`src/sv/rmq_pkg.sv`:
```
`default_nettype none
package rmq_pkg;

  localparam int ElemW  = 16;
  localparam int RadW   = 18;             // radicand range up to 32767+2*32768+16384
  localparam int RootW  = 16;             // root fits 15 bits, kept unsigned
  localparam int DiffW  = 17;             // sum or difference of two elements
  localparam int NumW   = DiffW + 12;     // sum or difference scaled by 4096
  localparam int QuoW   = NumW;
  localparam int SqW    = 30;             // radicand << 12
  localparam int RootSteps = 15;          // result bits of the root
  localparam int QDepth = 4;
  localparam int QDepthW = 2;
  localparam int FrontLat = 2;            // default front stage count

  localparam logic signed [ElemW-1:0] QMax = 16'sh7fff;
  localparam logic signed [ElemW-1:0] QMin = -16'sh8000;
  localparam logic signed [RadW-1:0] OneQ14 = 18'sd16384;

  // index codes for the chosen root component
  localparam logic [1:0] IdxX = 2'd0;
  localparam logic [1:0] IdxY = 2'd1;
  localparam logic [1:0] IdxZ = 2'd2;
  localparam logic [1:0] IdxW = 2'd3;

  typedef struct packed {
    logic signed [ElemW-1:0] m00, m01, m02, m10, m11, m12, m20, m21, m22;
  } mat_t;

  typedef struct packed {
    logic signed [ElemW-1:0] qw, qx, qy, qz;
    logic                    degenerate;
  } quat_t;

  // classified job handed from front to back
  typedef struct packed {
    logic [1:0]              root_idx;
    logic                    degen;
    logic [RadW-1:0]         rad;
    logic signed [DiffW-1:0] d0, d1, d2;   // numerators in component order
  } job_t;

endpackage
`default_nettype wire

```
`src/sv/rmq_front.sv`:
```
`default_nettype none
module rmq_front (
  input  wire logic          clk,
  input  wire logic          rst_n,
  input  wire logic          in_valid,
  input  wire rmq_pkg::mat_t in_data,
  input  wire logic          en,
  output rmq_pkg::job_t      job,
  output logic               job_valid
);
  import rmq_pkg::*;

  mat_t m_r;
  logic v1_r;
  logic signed [ElemW:0] tr01_r;
  job_t job_r;
  logic v2_r;

  logic signed [RadW-1:0] trace;
  logic [1:0] ii;
  logic signed [RadW-1:0] rad;
  job_t job_nxt;
  logic signed [ElemW-1:0] mii, mjj, mkk;

  // stage 1: register the matrix and a partial trace
  always_ff @(posedge clk) begin
    if (!rst_n) begin
      v1_r <= 1'b0;
      v2_r <= 1'b0;
    end else if (en) begin
      v1_r <= in_valid;
      v2_r <= v1_r;
    end
  end

  always_ff @(posedge clk) begin
    if (en) begin
      m_r    <= in_data;
      tr01_r <= (ElemW+1)'(in_data.m00) + (ElemW+1)'(in_data.m11);
      job_r  <= job_nxt;
    end
  end

  // stage 2: classify and form radicand and numerators
  always_comb begin
    trace = RadW'(tr01_r) + RadW'(m_r.m22);
    ii = IdxX;
    if (m_r.m11 > m_r.m00) ii = IdxY;
    if (ii == IdxX && m_r.m22 > m_r.m00) ii = IdxZ;
    if (ii == IdxY && m_r.m22 > m_r.m11) ii = IdxZ;
    mii = m_r.m00; mjj = m_r.m11; mkk = m_r.m22;
    job_nxt = '0;
    unique case (ii)
      IdxY: begin mii = m_r.m11; mjj = m_r.m22; mkk = m_r.m00; end
      IdxZ: begin mii = m_r.m22; mjj = m_r.m00; mkk = m_r.m11; end
      default: ;
    endcase
    if (trace > 0) begin
      rad = trace + OneQ14;
      job_nxt.root_idx = IdxW;
      job_nxt.d0 = DiffW'(m_r.m21) - DiffW'(m_r.m12);
      job_nxt.d1 = DiffW'(m_r.m02) - DiffW'(m_r.m20);
      job_nxt.d2 = DiffW'(m_r.m10) - DiffW'(m_r.m01);
    end else begin
      rad = RadW'(mii) - RadW'(mjj) - RadW'(mkk) + OneQ14;
      job_nxt.root_idx = ii;
      // d0 = w numerator, d1 = j, d2 = k
      unique case (ii)
        IdxY: begin
          job_nxt.d0 = DiffW'(m_r.m02) - DiffW'(m_r.m20);
          job_nxt.d1 = DiffW'(m_r.m21) + DiffW'(m_r.m12);
          job_nxt.d2 = DiffW'(m_r.m01) + DiffW'(m_r.m10);
        end
        IdxZ: begin
          job_nxt.d0 = DiffW'(m_r.m10) - DiffW'(m_r.m01);
          job_nxt.d1 = DiffW'(m_r.m02) + DiffW'(m_r.m20);
          job_nxt.d2 = DiffW'(m_r.m12) + DiffW'(m_r.m21);
        end
        default: begin
          job_nxt.d0 = DiffW'(m_r.m21) - DiffW'(m_r.m12);
          job_nxt.d1 = DiffW'(m_r.m10) + DiffW'(m_r.m01);
          job_nxt.d2 = DiffW'(m_r.m20) + DiffW'(m_r.m02);
        end
      endcase
    end
    job_nxt.degen = (rad <= 0);
    job_nxt.rad   = job_nxt.degen ? '0 : rad;
  end

  assign job = job_r;
  assign job_valid = v2_r;
endmodule
`default_nettype wire

```
`config.mk`:
```
export PLATFORM = sky130hd
export DESIGN_NAME = rmq_front
export DESIGN_NICKNAME = d
export VERILOG_FILES = /design/src/sv/rmq_pkg.sv /design/src/sv/rmq_front.sv
export SDC_FILE = /design/constraint.sdc
export NUM_CORES = 1
export LEC_CHECK = 0
export BUFFER_PORTS_ARGS = -buffer_cell sky130_fd_sc_hd__buf_4
export CORE_MARGIN = 3
export CORE_UTILIZATION = 59
export CTS_CLUSTER_SIZE = 14
export DETAILED_ROUTE_END_ITERATION = 7
export MAX_ROUTING_LAYER = met4
export PLACE_DENSITY = 0.79
export SETUP_SLACK_MARGIN = 0.15
export SLEW_MARGIN = 20
export SYNTH_ARGS = -nofsm -noshare
export SYNTH_HDL_FRONTEND = slang
export SYNTH_SLANG_ARGS = --single-unit
```
`constraint.sdc`:
```
create_clock -name clk -period 7.95 [get_ports clk]
set_input_delay 1.9875 -clock clk [delete_from_list [all_inputs] [get_ports clk]]
set_output_delay 1.9875 -clock clk [all_outputs]
set_load 0.005 [all_outputs]
```
Yosys cells after proc, flatten, opt, wreduce, memory -nomap -nowiden:

Index checks and enable logic that the tools add are counted.
Widths: inputs -> output; s select.

* bits in registers: 235
* input port bits: 148
* output and inout port bits: 73
* logic and storage cells: 50

* add/sub/neg operators: 12
* $lt $le $gt $ge: 5
* eq/ne operators: 3
* multiplexer cells: 9
* reductions and logical operators: 3

Operators by type and width (number)
* $pmux 51 s2: 1
* $pmux 16 s2: 3
* $add 16x16->17: 4
* $sub 16x16->17: 4
* $mux 51: 1
* $gt 16x16->1: 3
* $add 18x16->18 const B: 2
* $add 17x16->18: 1
* $gt 18x1->1 const B: 1
* $le 18x1->1 const B: 1
* $mux 18: 1
* $sub 17x16->18: 1
* $eq 2x1->1 const B: 2
* $mux 2: 2
* $eq 2x2->1 const B: 1
* $logic_and 1x1->1: 2
* $logic_not 2->1: 1
* $mux 1: 1

Longest topological paths before layout:

* word-level depth: 15
* gate-level depth with buffers: 29

Least setup slack after synthesis:

No wires, ideal clock.

* path type: register to register
* start: reg m_r[13] (netlist bit)
* end: reg job_r, in the netlist job[61], data pin
* setup time: 259 ps
* arrival: 6132 ps
* path slack: 1559 ps
* stages on the path, launching flop included: 26
* buffers on the path: 4
* clock period less this slack: 6391 ps
* path through: edfxtp_1 -> ha_1 -> nand3_1 -> nor3_1 -> nand2_1 -> a211o_1 -> a31oi_1 -> a211o_1 -> buf_2 -> buf_1 -> clkbuf_1 -> o221ai_1 -> fa_1 -> ha_1 -> ha_1 -> a21o_1 -> a41oi_1 -> o21ai_0 -> a221o_1 -> o31ai_1 -> o211ai_1 -> o21ai_0 -> xnor2_1 -> o32ai_2 -> buf_2 -> nor2_1

* cells in the longest elaborated chain, start to end: 13
* elaborated cells between the ends (all ways): 20
* those cells by class: add/sub (5); order compare (4); eq/ne (3); mux (6); reduce/logical (2)

Ends and longest elaborated chain
* start: declaration: RTL line rmq_front.sv:13 `mat_t m_r;`
* start signal: assignment: RTL line rmq_front.sv:38 `m_r <= in_data;`
* $gt 16x16->1: RTL line rmq_front.sv:49 `if (ii == IdxX && m_r.m22 > m_r.m00) ii = IdxZ;`
* $logic_and 1x1->1: RTL line rmq_front.sv:49
* $mux 2: RTL line rmq_front.sv:49
* $eq 2x1->1: RTL line rmq_front.sv:50 `if (ii == IdxY && m_r.m22 > m_r.m11) ii = IdxZ;`
* $logic_and 1x1->1: RTL line rmq_front.sv:50
* $mux 2: RTL line rmq_front.sv:50
* $eq 2x2->1 or $eq 2x1->1 (tied branches): RTL line rmq_front.sv:53 `unique case (ii)`
* $pmux 16 s2: RTL line rmq_front.sv:53
* $sub 16x16->17: RTL line rmq_front.sv:65 `rad = RadW'(mii) - RadW'(mjj) - RadW'(mkk) + OneQ14;`
* $sub 17x16->18: RTL line rmq_front.sv:65
* $add 18x16->18: RTL line rmq_front.sv:65
* $mux 18 (*): RTL line rmq_front.sv:58 `if (trace > 0) begin`
* $le 18x1->1: RTL line rmq_front.sv:86 `job_nxt.degen = (rad <= 0);`
* end signal: assignment: RTL line rmq_front.sv:40 `job_r <= job_nxt;`
* end: declaration: RTL line rmq_front.sv:16 `job_t job_r;`

Mark *: on every way between the ends. The rest lies on a longest branch, timed or not.
A chain may end at the register's enable or synchronous reset.

==> key figures <==
Outcome
  • Status: complete, no violations

Synth
  • Number of nets in the synthesized netlist: 2176
  • Syn. warnings: 0
  • Syn Area/Cell: 9.94 um2
  • Post-synthesis sequential area ratio: 39.5%
  • Share of flip-flops with an asynchronous set or reset after synthesis: 0%
  • Ranking of synthesized cells by area: sky130_fd_sc_hd__edfxtp_1 (39%), sky130_fd_sc_hd__ha_1 (15%), sky130_fd_sc_hd__xnor2_1 (4.0%), sky130_fd_sc_hd__a21oi_1 (3.7%), sky130_fd_sc_hd__nor2_1 (3.7%)
  • Fraction of post-synthesis cell area in the top cell type by area: 39.3%
  • Cell type with the largest total area after synthesis: sky130_fd_sc_hd__edfxtp_1
  • Number of library cell types mapped by synthesis: 84
  • Cell count after synthesis: 1793
  • Number of flip-flops and latches in the synthesized netlist: 235
  • Cell Area, Synth: 0.0178 mm2
  • EDFF count, synth: 233
  • Most used DFF post-synth: sky130_fd_sc_hd__edfxtp_1

Clocking
  • CTS tree: done
  • Hold-fix buffers at CTS: 0
  • Buffer depth of the longest clock path: 3
  • Number of buffers inserted during clock tree synthesis: 27
  • Root Buffer Master: sky130_fd_sc_hd__clkbuf_16
  • Register clock-pin slew on the reported worst setup and hold paths: 0.06 ns
  • Clock net sink count: 235
  • Resized cells post-CTS: 0
  • H-tree depth: 1
  • # Post-CTS Setup Buffers: 0
  • Source-to-sink clock delay at the later pin of the worst-skew pair: roughly 0.55 ns

Setup path
  • Logic depth of the worst register-to-register path: 22
  • Worst reg-to-reg setup slack: 0.61 ns
  • Critical path data arrival time: 7.76 ns
  • Reg-to-reg startpoint: m_r[15]
  • Endpoint of the worst setup timing path: job[69]
  • Required time at the endpoint of the critical path: 8.37 ns
  • Critical-path cell list: ha_1, nand2_1, nor3_1, nand2_1, a211o_1, a31oi_1, a211o_2, and2_0, nand2_1, o221ai_1, fa_1, ha_1, ha_1, a21o_1, a41oi_1, o21ai_0, a221o_1, o31ai_1, o311ai_0, nor4_1, o2111a_1, a21o_1
  • Worst flop-to-flop path endpoint: job[69]
  • CP endpoint kind: register
  • Crit path max-delay cell type: sky130_fd_sc_hd__edfxtp_1
  • Largest stage delay on the critical path: 0.54 ns
  • Worst-path maximum fanout: 17
  • Source of the critical timing path: m_r[15]
  • Startpoint-to-endpoint class of the critical path: reg2reg
  • CP startpoint kind: register

Routing
  • First-pass detailed-route iteration total: 5
  • Average wire per standard cell: 19.5 um
  • Final routed DRC violation total: 0
  • Drt via density: roughly 6
  • Remaining number of nets flagged by the antenna check after routing: 0
  • First-iteration detailed-routing DRC count: 1400
  • WL final: 46700 um
  • DR vias: 14400

Power
  • Maximum vdd ir drop: approximately 220 uV
  • Leak pwr: ~0.009 uW
  • Power density relative to cell area: 308 mW/mm2

Timing
  • Period utilisation layout: 92.3%
  • Sum of negative setup slack: 0 ns
  • Number of max-slew violations in the final report: 0
  • Slew at the pin closest to its max-slew limit: 1.05 ns
  • Worst path setup slack after routing: 0.610 ns
  • Worst-case clock skew: between 0.015 and 0.02 ns
  • Setup repair after global routing missed its margin: false
  • Number of endpoints failing setup at the final stage: 0
  • Minimum clock period: 7.34 ns
  • Max-Slew Margin vs Limit: 30.3%
  • F_max: ~140 MHz
  • Hold Vio Cnt, Final: 0

Global routing
  • Remaining global-route overflow: 0
  • Number of global-route vias before repair: 14000
  • Total GRT Usage: 28.8%
  • Pin count of the biggest net entering global routing: 130
  • Initial antenna violation count: 0
  • Wire length of the first global-routing pass: ~74000 um

Final layout
  • Layout cell share with drive strength beyond 1: 14.8%
  • Signed area change from the synthesized netlist to the final layout: 16.1%
  • Ant. Diodes: 0
  • Layout filler cell count: 2224
  • Count of nets after finishing: about 2400

Placed design
  • DP Wirelength: 35600 um
  • Port Buf Inserts: 220
  • Setup slack at placement: 0.822 ns
  • Weighted congestion at the end of routability-driven global placement: approximately 0.99

Die
  • I/O pin cnt: 221
  • Starting Density: about three fifths
  • Die Y-Extent: 180 um
  • Number of placement rows: 63
  • Placeable core region: 0.0297 mm2
  • Area of the die: ~0.032 mm2
  • Die width: between 150 and 200 um

Job
  • Max-cap violation count: 0

Hold path
  • Min-delay worst type: reg2reg
## flip-flops by register name, indices dropped and copies added (netlist names)
| name | flops |
|---|---|
| job | 72 |
| job_valid | 1 |
| m_r | 144 |
| tr01_r | 17 |
| v1_r | 1 |
## cell type report
type                       count  area (um2)  share of cell area (%)
timing repair buffer         232        1750                    8.45
clock buffer                  28         679                    3.28
multi-input combinational   1335        9970                    48.2
clock inverter                22         209                    1.01
sequential                   235        7040                    34.0
tap                          390         488                    2.36
inverter                     150         563                    2.72
## cells by family (layout without fill, tap and decap cells)
logic type      after synthesis  after routing  synth area share (%)
flops                       235            235                  39.5
compound gates              470            470                  17.4
other cells                   1              1                0.0210
xor+xnor                    113            113                  5.55
mux                          52             52                  2.97
buf+inv                     223            432                  4.84
simple gates                464            464                  12.2
fa+ha+maj                   235            235                  17.6
## worst max-delay path: cells and delay by family, from the launching register on
family,cells,cell delay [ns]
compound gates,12,3.32
fa+ha+maj,4,1.49
flops,1,0.54
simple gates,6,1.86
## stage by stage
step | hold slack (ns) | util (%) | total power, uW | instances | area, um2
2_1_floorplan | 0.482 | - | 4070 | 1793 | 17800
3_3_place_gp | 0.502 | 66.6 | 5040 | 2342 | 19800
3_5_place_dp | 0.510 | 66.6 | 5080 | 2342 | 19800
4_1_cts | 0.522 | 69.6 | 6360 | 2392 | 20700
5_1_grt | 0.550 | 69.6 | 6830 | 2392 | 20700
6_report | 0.522 | 69.6 | 6380 | 2392 | 20700
## metal layers
metal | global-route usage [%] | routed length [um]
met1 | 41.4 | 21400
met2 | 44.2 | 21000
met3 | 3.10 | 3130
met4 | 7.09 | 1230
met5 | - | 0
## cell usage in the layout, fill, tap and decap left out, types with 31 or more instances in the layout
master | Yosys | final
sky130_fd_sc_hd__inv_1 | 150 | 150
sky130_fd_sc_hd__nor2_1 | 174 | 174
sky130_fd_sc_hd__nand2_1 | 105 | 105
sky130_fd_sc_hd__mux2i_1 | 45 | 45
sky130_fd_sc_hd__ha_1 | 210 | 210
sky130_fd_sc_hd__xnor2_1 | 81 | 81
sky130_fd_sc_hd__a21oi_1 | 133 | 133
sky130_fd_sc_hd__nor3_1 | 42 | 42
sky130_fd_sc_hd__edfxtp_1 | 233 | 233
sky130_fd_sc_hd__o21ai_0 | 98 | 98
sky130_fd_sc_hd__buf_4 | 2 | 231
sky130_fd_sc_hd__xor2_1 | 32 | 32
sky130_fd_sc_hd__nor2b_1 | 31 | 31
## power breakdown
group          leakage (uW)  switching, uW  internal [uW]
Combinational       0.00627           1930           1410
Sequential          0.00230            122           1660
Clock              0.000442            512            748
## how the worst min path moves through the flow
stage,depth (start not counted),from,to
detailed placement,2,v1_r,v1_r
floorplan,2,v1_r,v1_r
global route,2,v1_r,v1_r
CTS,2,v1_r,v1_r
finish,2,v1_r,v1_r
global placement,2,v1_r,v1_r
## cells in the mapped netlist, drive strengths merged (7+ instances only)
| master | n |
|---|---|
| edfxtp | 233 |
| ha | 210 |
| nor2 | 174 |
| inv | 150 |
| a21oi | 133 |
| nand2 | 105 |
| o21ai | 98 |
| xnor2 | 81 |
| clkbuf | 54 |
| mux2i | 45 |
| nor3 | 42 |
| xor2 | 32 |
| nor2b | 31 |
| a21o | 27 |
| fa | 25 |
| o211ai | 24 |
| nand3 | 23 |
| a211oi | 20 |
| o221ai | 20 |
| buf | 19 |
| nand2b | 18 |
| o21bai | 17 |
| o21a | 15 |
| a31oi | 13 |
| nand4 | 13 |
| o22ai | 13 |
| or3 | 12 |
| and3 | 10 |
| a211o | 9 |
| and2 | 7 |
| mux2 | 7 |
| nand3b | 7 |
| o31ai | 7 |
| o41ai | 7 |
Power figures use the tool's default switching activity.
