`config.mk`:
```
export PLATFORM = sky130hd
export DESIGN_NAME = rmq_fifo
export DESIGN_NICKNAME = d
export VERILOG_FILES = /design/src/sv/rmq_pkg.sv /design/src/sv/rmq_fifo.sv
export SDC_FILE = /design/constraint.sdc
export NUM_CORES = 1
export LEC_CHECK = 0
export BUFFER_PORTS_ARGS = -buffer_cell sky130_fd_sc_hd__buf_2
export CORE_MARGIN = 2
export CORE_UTILIZATION = 61
export DETAILED_ROUTE_END_ITERATION = 8
export PLACE_DENSITY = 0.9
export SLEW_MARGIN = 10
export SYNTH_ARGS = -nofsm -noshare
export SYNTH_HDL_FRONTEND = slang
export SYNTH_SLANG_ARGS = --single-unit
```
`constraint.sdc`:
```
create_clock -name clk -period 6.4 [get_ports clk]
set_clock_uncertainty 0.1 [all_clocks]
set_input_delay 0.96 -clock clk [delete_from_list [all_inputs] [get_ports clk]]
set_output_delay 0.96 -clock clk [all_outputs]
set_load 0.05 [all_outputs]
```
`src/sv/rmq_pkg.sv`:
```
`default_nettype none
package rmq_pkg;

  localparam int ElemW  = 16;
  localparam int RadW   = 18;             // radicand range up to 32767+2*32768+16384
  localparam int RootW  = 16;             // root fits 15 bits, kept unsigned
  localparam int DiffW  = 17;             // sum or difference of two elements
  localparam int NumW   = DiffW + 12;     // sum or difference scaled by 4096
  localparam int QuoW   = NumW;
  localparam int SqW    = 30;             // radicand << 12
  localparam int RootSteps = 15;          // result bits of the root
  localparam int QDepth = 4;
  localparam int QDepthW = 2;
  localparam int FrontLat = 2;            // default front stage count

  localparam logic signed [ElemW-1:0] QMax = 16'sh7fff;
  localparam logic signed [ElemW-1:0] QMin = -16'sh8000;
  localparam logic signed [RadW-1:0] OneQ14 = 18'sd16384;

  // index codes for the chosen root component
  localparam logic [1:0] IdxX = 2'd0;
  localparam logic [1:0] IdxY = 2'd1;
  localparam logic [1:0] IdxZ = 2'd2;
  localparam logic [1:0] IdxW = 2'd3;

  typedef struct packed {
    logic signed [ElemW-1:0] m00, m01, m02, m10, m11, m12, m20, m21, m22;
  } mat_t;

  typedef struct packed {
    logic signed [ElemW-1:0] qw, qx, qy, qz;
    logic                    degenerate;
  } quat_t;

  // classified job handed from front to back
  typedef struct packed {
    logic [1:0]              root_idx;
    logic                    degen;
    logic [RadW-1:0]         rad;
    logic signed [DiffW-1:0] d0, d1, d2;   // numerators in component order
  } job_t;

endpackage
`default_nettype wire

```
`src/sv/rmq_fifo.sv`:
```
`default_nettype none
module rmq_fifo #(
  parameter int Depth = rmq_pkg::QDepth
) (
  input  wire logic          clk,
  input  wire logic          rst_n,
  input  wire logic          wr_en,
  input  wire rmq_pkg::job_t wr_data,
  input  wire logic          rd_en,
  output rmq_pkg::job_t      rd_data,
  output logic               empty,
  output logic [$clog2(Depth):0] count
);
  import rmq_pkg::*;
  localparam int AW = $clog2(Depth);

  job_t mem_r [Depth];
  logic [AW-1:0] wp_r, rp_r;
  logic [AW:0] cnt_r;

  // small register queue, fall-through read
  always_ff @(posedge clk) begin
    if (!rst_n) begin
      wp_r <= '0; rp_r <= '0; cnt_r <= '0;
    end else begin
      if (wr_en) wp_r <= wp_r + 1'b1;
      if (rd_en) rp_r <= rp_r + 1'b1;
      cnt_r <= cnt_r + (AW+1)'(wr_en) - (AW+1)'(rd_en);
    end
  end

  always_ff @(posedge clk) begin
    if (wr_en) mem_r[wp_r] <= wr_data;
  end

  assign rd_data = mem_r[rp_r];
  assign empty = (cnt_r == '0);
  assign count = cnt_r;
endmodule
`default_nettype wire

```
After elaboration in Yosys (flattened, before gate mapping). Memory sizes are Yosys's and may differ from the RTL's. A register that Yosys moved wholly into a read port is not among the register bits. Cells that the tools add are included.

$add $sub $neg: 4. Multiplexer cells: 4. Reductions and logical operators: 1.

Operators with widths (count): $add 2x1->2 const B (2); $mux 2 (2); $add 3x1->3 (1); $logic_not 3->1 (1); $sub 3x1->3 (1); $mux 1 (2).

Bits in registers: 7. Bits in writable memories: 288. Output and inout port bits: 76. Logic and storage cells: 13. Memories: 1.

Memories: mem_r (depth 4, width 72, rd ports 1, clocked after memory_dff 1, write ports 1, RTL line rmq_fifo.sv:17) `job_t mem_r [Depth];`.

Depth between registers and ports, before layout. Gate-level depths: netlist (run 1).

Depth after elaboration: 3. Gate-level depth with buffers: 7. Mapped depth without buffers: 7.

Worst setup path before layout (run 1). Ideal clock, no wire load.

Path kind: input to register. From: input wr_en. To: memory mem_r[0][0] (netlist name), enable pin. Library setup time: 0.438 ns. Data arrival time: 2.645 ns. Data required time: 5.862 ns. Path slack: 3.217 ns. Cell stages on the path: 1. Path through: and2_1.

Cells in the longest elaborated chain, start to end: 2.

RTL lines: start, declared (RTL line rmq_fifo.sv:7) `input wire logic wr_en,`; $mux 1 (RTL line rmq_fifo.sv:33) `if (wr_en) mem_r[wp_r] <= wr_data;`; $mux 1 (not written as such) (RTL line rmq_fifo.sv:33); end, declared (RTL line rmq_fifo.sv:17).

Every way passes these cells.

==> results of run 1 <==
[kinds of logic (layout without fill, tap and decap cells)]
kind of cell,after synthesis,after routing,share of synthesized area
DFF,297,297,0.810
muxes,73,73,0.150
other,0,2,0
and+or+nand+nor,13,13,0.00631
adders and majority gates,7,7,0.00872
xor gates and xnor gates,3,3,0.00379
AOI/OAI and AO/OA,2,2,0.00138
buffers and inverters,23,211,0.0199
[worst max path at each step]
| stage | from | end | slack, ps | cells past startpoint |
|---|---|---|---|---|
| 6_report | flip-flop | rd_data[58] | 2430 | 3 |
| 3_3_place_gp | flip-flop | rd_data[28] | 2910 | 3 |
| 4_1_cts | flip-flop | rd_data[58] | 2280 | 3 |
| 3_5_place_dp | flip-flop | rd_data[36] | 2840 | 3 |
| 2_1_floorplan | wr_en | mem_r[0][0]$_DFFE_PP_ | 3220 | 1 |
| 5_1_grt | flip-flop | rd_data[66] | 2150 | 3 |
[placed cells by master, fill, tap and decap left out]
cell / n
sky130_fd_sc_hd__a21bo_2: 1
sky130_fd_sc_hd__a21oi_1: 1
sky130_fd_sc_hd__and2_1: 2
sky130_fd_sc_hd__and2_4: 4
sky130_fd_sc_hd__buf_2: 151
sky130_fd_sc_hd__buf_4: 1
sky130_fd_sc_hd__bufinv_16: 3
sky130_fd_sc_hd__clkbuf_1: 5
sky130_fd_sc_hd__clkbuf_16: 29
sky130_fd_sc_hd__clkinv_1: 7
sky130_fd_sc_hd__clkinv_2: 5
sky130_fd_sc_hd__clkinvlp_4: 1
sky130_fd_sc_hd__dfxtp_1: 7
sky130_fd_sc_hd__dfxtp_4: 2
sky130_fd_sc_hd__diode_2: 2
sky130_fd_sc_hd__edfxtp_1: 288
sky130_fd_sc_hd__fa_1: 1
sky130_fd_sc_hd__ha_1: 6
sky130_fd_sc_hd__inv_1: 7
sky130_fd_sc_hd__inv_6: 2
sky130_fd_sc_hd__mux2i_1: 1
sky130_fd_sc_hd__mux4_1: 2
sky130_fd_sc_hd__mux4_2: 70
sky130_fd_sc_hd__nand3b_1: 1
sky130_fd_sc_hd__nor2_1: 5
sky130_fd_sc_hd__nor3_1: 1
sky130_fd_sc_hd__xnor2_1: 2
sky130_fd_sc_hd__xor3_1: 1
[power by group]
group / total, mW / internal, mW / switching, mW / leakage (nW)
registers: 2.29 / 2.24 / 0.0553 / 2.72
logic: 0.606 / 0.187 / 0.418 / 1.14
clock network: 1.61 / 0.949 / 0.666 / 0.445
[layout make-up]
class                           instances  area, um^2  area share
Tap cell                              225         282      0.0222
Clock buffer                           34         744      0.0587
Sequential cell                       297        8840       0.696
Multi-Input combinational cell         98        1870       0.147
Antenna cell                            2        5.00    0.000394
Clock inverter                         18         166      0.0131
Inverter                                7        26.3     0.00207
Timing Repair Buffer                  152         763      0.0601
[per-stage QoR]
step	hold WS [ps]	instances	setup slack [ps]	utilization	area (um^2)
global route	474	832	2150	0.729	12700
finish	453	833	2430	0.729	12700
global placement	402	779	2910	0.676	11800
CTS	446	831	2280	0.728	12700
floorplan	399	418	3220	-	10900
detailed placement	430	779	2840	0.676	11800
[layer usage]
| metal | global-route usage | routed length, um | vias up |
|---|---|---|---|
| li1 | - | - | 2117 |
| met1 | 0.274 | 7420 | 2521 |
| met2 | 0.347 | 9850 | 195 |
| met3 | 0.0467 | 1350 | 37 |
| met4 | 0.0578 | 445 | 0 |
| met5 | 0 | 0 | - |
[sequential cells by signal, indices dropped and copies added, names as in the netlist, named ones only]
| signal | cells |
|---|---|
| count | 3 |
| mem_r | 288 |
| rp_r | 2 |
| wp_r | 2 |
[worst reg2reg max path: cells and delay by family, from the launching register on]
| kind | cells | cell delay (ps) |
|---|---|---|
| adders and majority gates | 1 | 160 |
| DFF | 1 | 350 |
| buffers and inverters | 1 | 100 |
| and+or+nand+nor | 1 | 830 |
==> load_flow_metrics.sql, run 1 <==
INSERT INTO impl_metrics (metric_group, metric, value, unit) VALUES
('final_layout', 'fin_nets', '667', ''),
('hold_path', 'worst_hold_startpoint', 'rp_r[0]$_SDFFE_PN0P_', ''),
('power', 'p_total', '4.51', 'mW'),
('power', 'max_rail_drop_vdd', '0.425', 'mV'),
('placement', 'place.port_buffers', '151', ''),
('sta', 'rsz0062_at_grt', 'no', ''),
('final_layout', 'n_fill_cell', '982', ''),
('synthesis', 'seq_cells_post_synth', '297', ''),
('worst_setup_path', 'crit_path_cell_trace', 'buf_4, mux4_2, buf_2', ''),
('synthesis', 'synth.area.top_cells', 'sky130_fd_sc_hd__edfxtp_1, sky130_fd_sc_hd__mux4_2, sky130_fd_sc_hd__dfxtp_1, sky130_fd_sc_hd__buf_12, sky130_fd_sc_hd__ha_1', ''),
('placement', 'routabilityCongestion', '0.723', ''),
('route', 'drtPass1Iterations', '4', ''),
('worst_setup_path', 'required', '5340', 'ps'),
('outcome', 'run_status', 'finished, final reports clean', ''),
('worst_setup_path', 'worstRegToRegCells', '3', ''),
('route', 'post-route-drc-count', '0', ''),
('final_layout', 'area_growth_syn_to_layout', '16.4', '%'),
('floorplan', 'floorplan.io_pins', '152', ''),
('clock_tree', 'clock_path_buffers', '3', ''),
('worst_setup_path', 'worst_setup_path_start_kind', 'flip-flop', ''),
('sta', 'total_negative_slack_for_setup_checks', '0', 'ps'),
('worst_setup_path', 'rr_startpoint', 'wp_r[0]$_SDFFE_PN0P_', ''),
('synthesis', 'synth_enable_flop_cells', '288', ''),
('sta', 'finalHoldViolations', '0', ''),
('synthesis', 'flip_flop_cell_with_the_highest_count_after_synthesis', 'sky130_fd_sc_hd__edfxtp_1', ''),
('synthesis', 'synth_top_area_share', '0.793', ''),
('synthesis', 'ys.warnings.count', '0', ''),
('worst_setup_path', 'end_kind', 'output port', ''),
('worst_setup_path', 'worst-setup-path-type', 'reg2out', ''),
('global_routing', 'track_usage', '0.205', ''),
('sta', 'headroom_to_the_max_slew_limit', '0.257', ''),
('route', 'detail_route_antenna_nets', '0', ''),
('clock_tree', 'post_cts_buffers', '0', ''),
('worst_setup_path', 'critical-path-top-delay-family', 'flip-flops', ''),
('clock_tree', 'htree_levels', '1', ''),
('global_routing', 'globalRoute.totalOverflow', '0', ''),
('clock_tree', 'cts-resized-gates', '0', ''),
('synthesis', 'synth_top_cell_by_area', 'sky130_fd_sc_hd__edfxtp_1', ''),
('hold_path', 'hold_class', 'reg2reg', ''),
('clock_tree', 'tritoncts', 'built', ''),
('sta', 'slew_violations', '0', ''),
('synthesis', 'synth_most_common_cell', 'sky130_fd_sc_hd__edfxtp_1', ''),
('power', 'power_density', '356', 'nW/um^2'),
('floorplan', 'chipWidth', '138', 'um'),
('global_routing', 'first_pass_grt_wire_length', '28.5', 'mm'),
('clock_tree', 'tritoncts_buffers', '28', ''),
('worst_setup_path', 'worst_path_largest_cell_delay', '910', 'ps'),
('final_layout', 'share_of_cells_above_drive_strength_1', '0.444', ''),
('worst_setup_path', 'crit_fanout', '43', ''),
('sta', 'fin_crit', '3970', 'ps'),
('global_routing', 'grt_max_degree', '73', ''),
('synthesis', 'syn_area_per_cell', '26.1', 'um^2'),
('synthesis', 'ys_seq_area_frac', '0.810', ''),
('sta', 'report.final.setup_viol', '0', ''),
('synthesis', 'synth.top_cells.by_count', 'sky130_fd_sc_hd__edfxtp_1, sky130_fd_sc_hd__mux4_2, sky130_fd_sc_hd__dfxtp_1', ''),
('floorplan', 'placementRows', '48', ''),
('worst_setup_path', 'worst_r2r_endpoint', 'mem_r[2][46]$_DFFE_PP_', ''),
('global_routing', 'first_global_vias', '5053', ''),
('clock_tree', 'cts.hold.buffers_added', '0', ''),
('synthesis', 'syn_nets', '501', ''),
('worst_setup_path', 'timing.critical_path.slowest_stage_cell', 'sky130_fd_sc_hd__dfxtp_4', ''),
('route', 'route.final.wire_length', '19.1', 'mm'),
('floorplan', 'floorplan.die_area', '19000', 'um^2'),
('sta', 'fin_crit_sh', '0.620', ''),
('route', 'drt_iter0_drc', '316', ''),
('synthesis', 'post_synth_instance_area', '10900', 'um^2'),
('sta', 'max_freq', '0.252', 'GHz'),
('worst_setup_path', 'timing.reg2reg.setup_slack', '4390', 'ps'),
('worst_setup_path', 'cp.arrival', '2910', 'ps'),
('synthesis', 'syn_inst', '418', ''),
('route', 'detailed_route_via_count', '4870', '');
(Power assumes the default switching activity.)
==> run 2, diff against run 1 <==
- CORE_UTILIZATION: 61 -> 57
- PLACE_DENSITY: 0.9 -> 0.85
- clock period: 6.4 -> 3.65 ns (I/O delays scaled with it)
==> run 2 against run 1 <==
Against the previous run: combinational power up 82%; cell count increased by 0.60%; power grew 74%; sequential share of layout area decreased by 0.068 points; sequential power rose by 74%; via count fell by 0.12%; core utilization down 5.2 points; critical path type unchanged; largest cell class unchanged; largest power group unchanged.
==> load_flow_metrics.sql, run 2 (synthesis gave the netlist of run 1 again) <==
INSERT INTO impl_metrics (metric_group, metric, value, unit) VALUES
('outcome', 'run_status', 'finished, final reports clean', ''),
('worst_setup_path', 'worst_r2r_endpoint', 'mem_r[3][31]$_DFFE_PP_', ''),
('floorplan', 'chipWidth', '142', 'um'),
('route', 'post-route-drc-count', '0', ''),
('clock_tree', 'tritoncts_buffers', '28', ''),
('clock_tree', 'cts.hold.buffers_added', '0', ''),
('hold_path', 'hold_class', 'in2reg', ''),
('route', 'via_per_inst', '5.80', ''),
('global_routing', 'met2_usage', '0.326', ''),
('floorplan', 'floorplan.die_area', '20300', 'um^2'),
('global_routing', 'track_usage', '0.186', ''),
('route', 'wl_per_cell', '22.1', 'um'),
('power', 'p_total', '7.84', 'mW'),
('hold_path', 'worst_hold_startpoint', 'wr_data[53]', ''),
('global_routing', 'first_pass_grt_wire_length', '28.6', 'mm'),
('clock_tree', 'post_cts_buffers', '0', ''),
('final_layout', 'final_design_area_no_fill', '12700', 'um^2'),
('power', 'clock_power_share', '0.352', ''),
('final_layout', 'flip_flop_count_of_the_largest_register_all_copies_and_words_added', '288', ''),
('final_layout', 'share_of_cells_above_drive_strength_1', '0.437', ''),
('route', 'drt_iter0_drc', '262', ''),
('route', 'detail_route_antenna_nets', '0', ''),
('floorplan', 'initial_utilization', '0.581', ''),
('run', 'drv.max_cap_violation_count', '0', ''),
('final_layout', 'area_growth_syn_to_layout', '16.5', '%'),
('placement', 'placed_cell_area', '11800', 'um^2'),
('route', 'drtPass1Iterations', '4', ''),
('clock_tree', 'cts-resized-gates', '0', ''),
('clock_tree', 'clk_root_buffer_cell', 'sky130_fd_sc_hd__clkbuf_16', ''),
('clock_tree', 'tritoncts_num_sinks', '297', ''),
('sta', 'finalHoldViolations', '0', ''),
('placement', 'place_hpwl', '10.6', 'mm'),
('global_routing', 'gr_layer_usage_met1', '0.237', ''),
('power', 'share_seq_of_total_power', '0.508', ''),
('power', 'cell_internal_pwr', '5.90', 'mW'),
('worst_setup_path', 'end_kind', 'output port', ''),
('route', 'route.final.wire_length', '18.5', 'mm'),
('power', 'power_density', '617', 'nW/um^2'),
('sta', 'max_freq', '0.344', 'GHz'),
('placement', 'routabilityCongestion', '0.736', ''),
('final_layout', 'seqCellArea', '8840', 'um^2'),
('worst_setup_path', 'required', '3000', 'ps'),
('sta', 'slew_violations', '0', ''),
('sta', 'rsz0062_at_grt', 'no', ''),
('clock_tree', 'tritoncts', 'built', ''),
('sta', 'hold_slack', '129', 'ps'),
('final_layout', 'antenna_fix_cells', '0', ''),
('hold_path', 'worstHoldPathCells', '1', ''),
('worst_setup_path', 'worst_setup_path_start_kind', 'flip-flop', ''),
('final_layout', 'fin_nets', '669', ''),
('worst_setup_path', 'worst-setup-path-type', 'reg2out', ''),
('sta', 'fin_crit', '2910', 'ps'),
('sta', 'fin_crit_sh', '0.797', ''),
('global_routing', 'initial_antenna_violation_count', '0', ''),
('sta', 'headroom_to_the_max_slew_limit', '0.250', ''),
('floorplan', 'fp.dieH', '142', 'um'),
('final_layout', 'multi_input_area', '1870', 'um^2'),
('power', 'power.leakage', '4.31', 'nW'),
('worst_setup_path', 'crit_fanout', '31', ''),
('worst_setup_path', 'rr_startpoint', 'wp_r[0]$_SDFFE_PN0P_', ''),
('clock_tree', 'htree_levels', '1', ''),
('global_routing', 'globalRoute.totalOverflow', '0', ''),
('power', 'p_comb_frac', '0.141', ''),
('power', 'max_rail_drop_vdd', '0.568', 'mV'),
('floorplan', 'floorplan.io_pins', '152', ''),
('global_routing', 'first_global_vias', '5349', ''),
('global_routing', 'use_met3', '0.0414', ''),
('final_layout', 'n_fill_cell', '1160', ''),
('sta', 'post-route-worst-setup-slack', '741', 'ps'),
('placement', 'numPlacedInstances', '790', ''),
('power', 'power.switching', '1.95', 'mW'),
('final_layout', 'layout_commonest_cell', 'sky130_fd_sc_hd__edfxtp_1', ''),
('final_layout', 'max_flop_register', 'mem_r', ''),
('placement', 'dp_slack', '1260', 'ps'),
('sta', 'report.final.setup_viol', '0', ''),
('worst_setup_path', 'cp.arrival', '2260', 'ps'),
('power', 'swShare', '0.248', ''),
('final_layout', 'layout_common_cells', 'sky130_fd_sc_hd__edfxtp_1, sky130_fd_sc_hd__buf_2, sky130_fd_sc_hd__mux4_2, sky130_fd_sc_hd__clkbuf_16, sky130_fd_sc_hd__clkinv_1', ''),
('global_routing', 'grt.busiest_layer', 'met2', ''),
('floorplan', 'fp.coreArea', '18800', 'um^2'),
('sta', 'worstMarginPinSlew', '1120', 'ps'),
('hold_path', 'terminating_pin_of_the_worst_hold_path', 'mem_r[1][53]$_DFFE_PP_', ''),
('final_layout', 'layout.cells.non_filler', '838', ''),
('worst_setup_path', 'worstRegToRegCells', '2', ''),
('clock_tree', 'clock_path_buffers', '3', ''),
('final_layout', 'final_util', '0.677', ''),
('clock_tree', 'clk_transition_reported_paths', '60', 'ps'),
('placement', 'place.port_buffers', '151', ''),
('sta', 'total_negative_slack_for_setup_checks', '0', 'ps'),
('clock_tree', 'clk_latency', '530', 'ps'),
('floorplan', 'placementRows', '50', ''),
('global_routing', 'grt_max_degree', '73', ''),
('worst_setup_path', 'timing.reg2reg.setup_slack', '1610', 'ps'),
('route', 'detailed_route_via_count', '4864', '');
[run 2: cell types whose count changed in the layout (fill, tap and decap cells not counted), sizes merged]
| cell | before | now |
|---|---|---|
| clkinvlp | 1 | 0 |
| diode | 2 | 0 |
| inv | 9 | 7 |
| buf | 152 | 154 |
| clkinv | 12 | 11 |
[run 2: critical path, stage by stage, from the launching register on]
cell	delay [ps]
sky130_fd_sc_hd__dfxtp_4	360
sky130_fd_sc_hd__buf_4	520
sky130_fd_sc_hd__mux4_2	620
sky130_fd_sc_hd__buf_2	230
[run 2: metal layers]
metal	wire [um]	part of all wire
met1	7220	0.39
met5	0	0
met3	1140	0.062
met2	9710	0.52
met4	423	0.023
[run 2: final cells by class]
type,instances,area share
timing repair buffer,154,0.0632
clock buffer,34,0.0586
inverter,7,0.00207
multi-input combinational,98,0.147
sequential,297,0.695
tap,234,0.0230
clock inverter,14,0.0104
[run 2: how the worst max path moves through the flow]
| stage | end | startpoint | cells past startpoint | slack, ps |
|---|---|---|---|---|
| final | rd_data[19] | flip-flop | 3 | 740 |
| after global routing | rd_data[19] | flip-flop | 3 | 610 |
| after CTS | rd_data[19] | flip-flop | 3 | 680 |
| after detailed placement | rd_data[19] | flip-flop | 3 | 1260 |
| after global placement | rd_data[19] | flip-flop | 3 | 1260 |
| after floorplan | mem_r[0][0]$_DFFE_PP_ | wr_en | 1 | 880 |
[run 2: power groups by stage]
stage | registers, mW | logic, mW | clock network, mW
2_1_floorplan | 4.06 | 0.845 | 0
3_3_place_gp | 4.04 | 1.09 | 0
3_5_place_dp | 4.05 | 1.12 | 0
4_1_cts | 3.98 | 1.12 | 2.82
5_1_grt | 4.00 | 1.16 | 2.93
6_report | 3.98 | 1.10 | 2.76
